[src/design/rthp_pkg.sv]
// Shared types and constants for the RTP header parser.
package rthp_pkg;

   localparam int unsigned MAX_PACKET_BYTES = 65535;
   localparam logic [15:0] MAX_COUNT = 16'(MAX_PACKET_BYTES);
   localparam logic [15:0] FIXED_HEADER_BYTES = 16'd12;
   localparam logic [1:0] HDR_VERSION = 2'd2;
   localparam int unsigned EXT_BIT = 4;

   typedef enum logic [1:0] {
      STATUS_OK = 2'd0,
      STATUS_SHORT = 2'd1,
      STATUS_PARSE_ERROR = 2'd2,
      STATUS_TOO_LONG = 2'd3
   } status_type;

   typedef struct packed {
      logic [15:0] byte_count;
      logic [7:0] first_header_byte;
      logic [6:0] type_bits;
      logic [15:0] seq_capture;
      logic [31:0] time_capture;
      logic [31:0] source_capture;
      logic [15:0] extension_words;
      logic length_overflow;
   } header_state_type;

   typedef struct packed {
      status_type status;
      logic [6:0] media_type;
      logic [15:0] sequence_number;
      logic [31:0] timestamp;
      logic [31:0] source_id;
      logic [15:0] payload_offset;
      logic [15:0] payload_length;
   } result_type;

endpackage

[src/design/rthp_check.sv]
// Header length and status checks on the state of a finished packet.
module rthp_check import rthp_pkg::*; (
   input header_state_type hdr,
   output result_type result
);

   logic [3:0] csrc_count;
   logic has_ext;
   logic [15:0] hdr_bytes;
   logic [15:0] remaining;
   logic [15:0] ext_room;
   logic [17:0] ext_total;
   logic [15:0] final_len;
   status_type status;

   always_comb begin
      csrc_count = hdr.first_header_byte[3:0];
      has_ext = hdr.first_header_byte[EXT_BIT];
      hdr_bytes = FIXED_HEADER_BYTES + {10'd0, csrc_count, 2'b00};
      remaining = hdr.byte_count - hdr_bytes;
      ext_room = remaining - 16'd4;
      ext_total = {2'b00, hdr_bytes} + 18'd4 + {hdr.extension_words, 2'b00};
      final_len = has_ext ? ext_total[15:0] : hdr_bytes;

      priority if (hdr.length_overflow) begin
         status = STATUS_TOO_LONG;
      end else if (hdr.byte_count < FIXED_HEADER_BYTES) begin
         status = STATUS_SHORT;
      end else if (hdr.first_header_byte[7:6] != HDR_VERSION) begin
         status = STATUS_PARSE_ERROR;
      end else if (hdr_bytes > hdr.byte_count) begin
         status = STATUS_PARSE_ERROR;
      end else if (has_ext && (remaining < 16'd4)) begin
         status = STATUS_PARSE_ERROR;
      end else if (has_ext && (hdr.extension_words > {2'b00, ext_room[15:2]})) begin
         status = STATUS_PARSE_ERROR;
      end else begin
         status = STATUS_OK;
      end

      result = '0;
      result.status = status;
      if (status == STATUS_OK) begin
         result.media_type = hdr.type_bits;
         result.sequence_number = hdr.seq_capture;
         result.timestamp = hdr.time_capture;
         result.source_id = hdr.source_capture;
         result.payload_offset = final_len;
         result.payload_length = hdr.byte_count - final_len;
      end
   end

endmodule

[src/design/rtp_header_parser.sv]
// Top level of the RTP fixed header parser, one packet byte per word.
// The last byte is held in the input register, then its result is written into the result register.
// Throughput: one byte per cycle; input ready drops only while a last byte
// waits in the input register for the result register to be taken.
// Reset is synchronous and active high; it clears all packet state and empties both registers.
module rtp_header_parser import rthp_pkg::*; (
   input logic clock,
   input logic reset,
   input logic req_valid,
   output logic req_ready,
   input logic [7:0] req_data_byte,
   input logic req_last_byte,
   output logic rsp_valid,
   input logic rsp_ready,
   output logic [1:0] rsp_status,
   output logic [6:0] rsp_media_type,
   output logic [15:0] rsp_sequence_number,
   output logic [31:0] rsp_timestamp,
   output logic [31:0] rsp_source_id,
   output logic [15:0] rsp_payload_offset,
   output logic [15:0] rsp_payload_length
);

   logic in_valid_ff;
   logic [7:0] in_data_ff;
   logic in_last_ff;
   header_state_type state_ff;
   header_state_type state_in;
   logic rsp_valid_ff;
   result_type rsp_ff;
   result_type result;
   logic rsp_free;
   logic stage_free;
   logic process;
   logic [15:0] pos;
   logic [15:0] csrc_end;

   assign rsp_free = !rsp_valid_ff || rsp_ready;
   assign stage_free = !in_last_ff || rsp_free;
   assign process = in_valid_ff && stage_free;
   assign req_ready = !in_valid_ff || stage_free;

   always_comb begin
      state_in = state_ff;
      pos = state_ff.byte_count;
      csrc_end = FIXED_HEADER_BYTES + {10'd0, state_ff.first_header_byte[3:0], 2'b00};
      if (!state_ff.length_overflow) begin
         if (pos >= MAX_COUNT) begin
            state_in.length_overflow = 1'b1;
         end else begin
            state_in.byte_count = pos + 16'd1;
            priority if (pos == 16'd0) begin
               state_in.first_header_byte = in_data_ff;
            end else if (pos == 16'd1) begin
               state_in.type_bits = in_data_ff[6:0];
            end else if (pos < 16'd4) begin
               state_in.seq_capture = {state_ff.seq_capture[7:0], in_data_ff};
            end else if (pos < 16'd8) begin
               state_in.time_capture = {state_ff.time_capture[23:0], in_data_ff};
            end else if (pos < 16'd12) begin
               state_in.source_capture = {state_ff.source_capture[23:0], in_data_ff};
            end else if (state_ff.first_header_byte[EXT_BIT] &&
                         ((pos == csrc_end + 16'd2) || (pos == csrc_end + 16'd3))) begin
               state_in.extension_words = {state_ff.extension_words[7:0], in_data_ff};
            end else begin
               state_in.byte_count = pos + 16'd1;
            end
         end
      end
   end

   rthp_check u_check (
      .hdr(state_in),
      .result(result)
   );

   always_ff @(posedge clock) begin
      if (reset) begin
         in_valid_ff <= 1'b0;
         state_ff <= '0;
         rsp_valid_ff <= 1'b0;
      end else begin
         if (req_valid && req_ready) begin
            in_valid_ff <= 1'b1;
            in_data_ff <= req_data_byte;
            in_last_ff <= req_last_byte;
         end else if (process) begin
            in_valid_ff <= 1'b0;
         end
         if (process) begin
            state_ff <= in_last_ff ? '0 : state_in;
         end
         if (process && in_last_ff) begin
            rsp_valid_ff <= 1'b1;
            rsp_ff <= result;
         end else if (rsp_ready) begin
            rsp_valid_ff <= 1'b0;
         end
      end
   end

   assign rsp_valid = rsp_valid_ff;
   assign rsp_status = rsp_ff.status;
   assign rsp_media_type = rsp_ff.media_type;
   assign rsp_sequence_number = rsp_ff.sequence_number;
   assign rsp_timestamp = rsp_ff.timestamp;
   assign rsp_source_id = rsp_ff.source_id;
   assign rsp_payload_offset = rsp_ff.payload_offset;
   assign rsp_payload_length = rsp_ff.payload_length;

   a_clear_after_last: assert property (@(posedge clock) disable iff (reset)
      (process && in_last_ff) |=> (state_ff == '0))
      else $error("Packet state was not cleared after the last byte.");

   a_overflow_count: assert property (@(posedge clock) disable iff (reset)
      state_ff.length_overflow |-> (state_ff.byte_count == MAX_COUNT))
      else $error("Overflow flag set with the byte count below its limit.");

   a_stall_reason: assert property (@(posedge clock) disable iff (reset)
      !req_ready |-> (in_valid_ff && in_last_ff && rsp_valid_ff))
      else $error("Input stalled without a last byte waiting on a full result register.");

   a_error_fields_zero: assert property (@(posedge clock) disable iff (reset)
      (rsp_valid_ff && (rsp_ff.status != STATUS_OK)) |->
      ((rsp_ff.payload_offset == 16'd0) && (rsp_ff.payload_length == 16'd0) &&
       (rsp_ff.timestamp == 32'd0)))
      else $error("Header fields not zero on an error result.");

   a_ok_offset: assert property (@(posedge clock) disable iff (reset)
      (rsp_valid_ff && (rsp_ff.status == STATUS_OK)) |->
      (rsp_ff.payload_offset >= FIXED_HEADER_BYTES))
      else $error("Payload offset below the fixed header length.");

endmodule
[config.mk]
export PLATFORM = sky130hd
export DESIGN_NAME = rtp_header_parser
export DESIGN_NICKNAME = d
export VERILOG_FILES = /design/src/design/rthp_pkg.sv /design/src/design/rthp_check.sv /design/src/design/rtp_header_parser.sv
export SDC_FILE = /design/constraint.sdc
export NUM_CORES = 1
export LEC_CHECK = 0
export ABC_AREA = 1
export BUFFER_PORTS_ARGS = -buffer_cell sky130_fd_sc_hd__buf_2
export CAP_MARGIN = 40
export CORE_ASPECT_RATIO = 1.5
export CORE_UTILIZATION = 49
export DETAILED_ROUTE_END_ITERATION = 16
export PLACE_DENSITY = 0.79
export RECOVER_POWER = 100
export SYNTH_ARGS = -nofsm -noshare
export SYNTH_HDL_FRONTEND = slang
export SYNTH_SLANG_ARGS = --single-unit
[constraint.sdc]
create_clock -name clock -period 20.1 [get_ports clock]
set_input_delay 3.015 -clock clock [delete_from_list [all_inputs] [get_ports clock]]
set_output_delay 3.015 -clock clock [all_outputs]
set_load 0.005 [all_outputs]
==> metrics.txt <==
FMAX 0.0954 GHz; vias in the first global route 10800; Initial Utilization 49.8%; Post-Route Utilization 55.4%; syn avg cell area 7.95 um2; worst skew pair latency 0.54 ns; port buffer count 133; Setup crit start rsp_ready; Initial DRC Count 957; hold_sp state_ff[91]; PwrDens 72.5 mW/mm2; CTS max path bufs 3; RSZ-0062 raised after global routing false; Final Hold Fails 0; Final period util 52.2%; cts bufs inserted 25; Ys Warns 0; met2 usage 43.7%; WHS Path Cells 2; WHS 0.461 ns; commonest non-fill, non-tap cells in the layout nand2_1 (409), nor2_1 (240), inv_1 (193); Placement Rows 74; GR Layer Usage met3 2.59%; post-synthesis cell count 1705; Pleak 5.87 nW; Die Span X 138 um; height of the die 206 um; Tightest Hold Check Type reg -> reg; Critical Path End Type flip-flop; drt pass-1 iters 7; Post-CTS Setup Inserts 0; number of synthesized flops with an enable pin 128; CTS tree done; Async SR Flop Fraction 0%; R2R cell count 40; M1 GR Usage 26.9%; Routed WL 34.3 mm; nature of the critical path startpoint input pin; Routability Congestion 0.982; Final Total Pwr 1.09 mW; ratio of cells with drive above 1 in the final layout 8.71%; Least-Margin Pin Slew 3.79 ns; hold_buf cts 0; number of antenna diodes 0; GRT Max-Usage Layer met2; cell area after synthesis 0.0135 mm2; die area 0.0283 mm2; total number of vias 11500; Critical R2R Launch pos[0]; critical path fanouts, max 70; skew final 0.0165 ns; Root Buffer Master clkbuf_16; I/O Pins 136; total core area 0.0272 mm2; cts repair resizes 0; fin crit period 10.49 ns; nets 1857; H-tree depth 1; Crit path arrival time 10.54 ns; max-cap viol count 9; first-pass GRT wire length 53.4 mm; setup violators final 0; Data required, critical path 20.16 ns; failing checks max-capacitance violations, max-slew violations; Relative slew margins -153%; Clock Pin Slew Worst Setup and Hold Paths 0.06 ns; DP HPWL 24.2 mm; vias per cell 5.35; commonest non-fill, non-tap cell in the layout nand2_1; Synth Register Bits 257; critical path class in -> reg; part of the Yosys area used for sequential elements 47.4%; total global-route track usage 24.1%; Final ANT Viol Nets 0; outcome complete, but fails checks; setup TNS 0 ns; area grow syn2layout 11.3%; number of antenna violations at the first check in global routing 0; Slew Viols, Final 467; final routed DRC violation total 0; total grt overflow 0; fill count 2528; Max rail drop VDD 0.0618 mV; pin count of the biggest net entering global routing 76; CTS sink cnt 257; Top FF cell, synth dfxtp_1; post-synth cell types 51; Routed WL per cell 15.9 um
-- path summary, 6_finish.rpt --
| check | slack [ns] | endpoint |
|---|---|---|
| setup / recovery | 9.61 | rsp_payload_offset[6] |
| hold / removal | 0.46 | state_ff[91] |
| setup reg to reg | 10.60 | rsp_sequence_number[0] |
| hold reg to reg | 0.46 | state_ff[91] |
-- power breakdown --
part | total (mW) | switching, mW | internal, mW
combinational | 0.0741 | 0.0518 | 0.0224
clock | 0.466 | 0.212 | 0.254
sequential | 0.554 | 0.00229 | 0.551
-- through the flow --
stage	std cells	setup slack, ns	cell area, um2
3_5_place_dp	2110	13.61	14500
2_1_floorplan	1706	10.99	13600
6_report	2156	9.61	15100
5_1_grt	2156	8.98	15100
3_3_place_gp	2106	13.64	14400
4_1_cts	2156	13.59	15300
-- cell families after synthesis --
family          count (synthesis)  synth area share, %
simple gates                  793                 24.6
buf+inv                       282                 8.34
compound gates                276                 11.7
flops                         257                 47.4
fa+ha+maj                      49                 4.64
xor+xnor                       42                 2.88
mux                             5                0.379
other cells                     1               0.0277
-- synthesized netlist by cell type, types with 19 or more instances --
master     count  area share, %
ha_1          47            4.3
inv_1        192            5.3
nand3_1       55            2.0
dfxtp_1      129             19
nor2_1       241            6.7
clkbuf_1      54            1.5
a21oi_1      140            5.2
a2bb2oi_1     35            2.3
edfxtp_1     128             28
nand2_1      405             11
xor2_1        31            2.0
or2_2         19           0.88
o21ai_0       66            2.4
-- registers in the layout, summed over array words and instances (netlist names) --
signal	cells
rsp_valid	1
rsp_timestamp	32
rsp_payload_length	16
state_ff	111
in_last_ff	1
in_data_ff	8
rsp_payload_offset	14
in_valid_ff	1
pos	16
rsp_media_type	7
rsp_status	2
rsp_source_id	32
rsp_sequence_number	16
-- layer usage --
metal	wire [um]	vias up	part of all wire, %
li1	-	5709	-
met4	1970	0	5.7
met1	13000	5401	38
met5	0	-	0
met2	17800	334	52
met3	1470	96	4.3
-- area by class of cell --
cell class	count	area (um2)	share of cell area (%)
clock buffers	30	666	4.42
flip-flops and latches	257	6430	42.6
clock inverters	16	141	0.938
repair buffers	147	683	4.53
multi-input cells	1167	5990	39.7
well taps	342	428	2.84
inverters	197	739	4.90
-- critical path: stages --
cell      delay (ns)
buf_2           0.08
inv_1           0.05
nand3_1         0.06
nand2_1         1.00
inv_1           0.86
nand2_1         0.25
nor2_4          0.12
clkbuf_1        1.83
clkbuf_1        0.46
clkbuf_1        2.70
No activity file was read; power rests on OpenSTA's default activity.
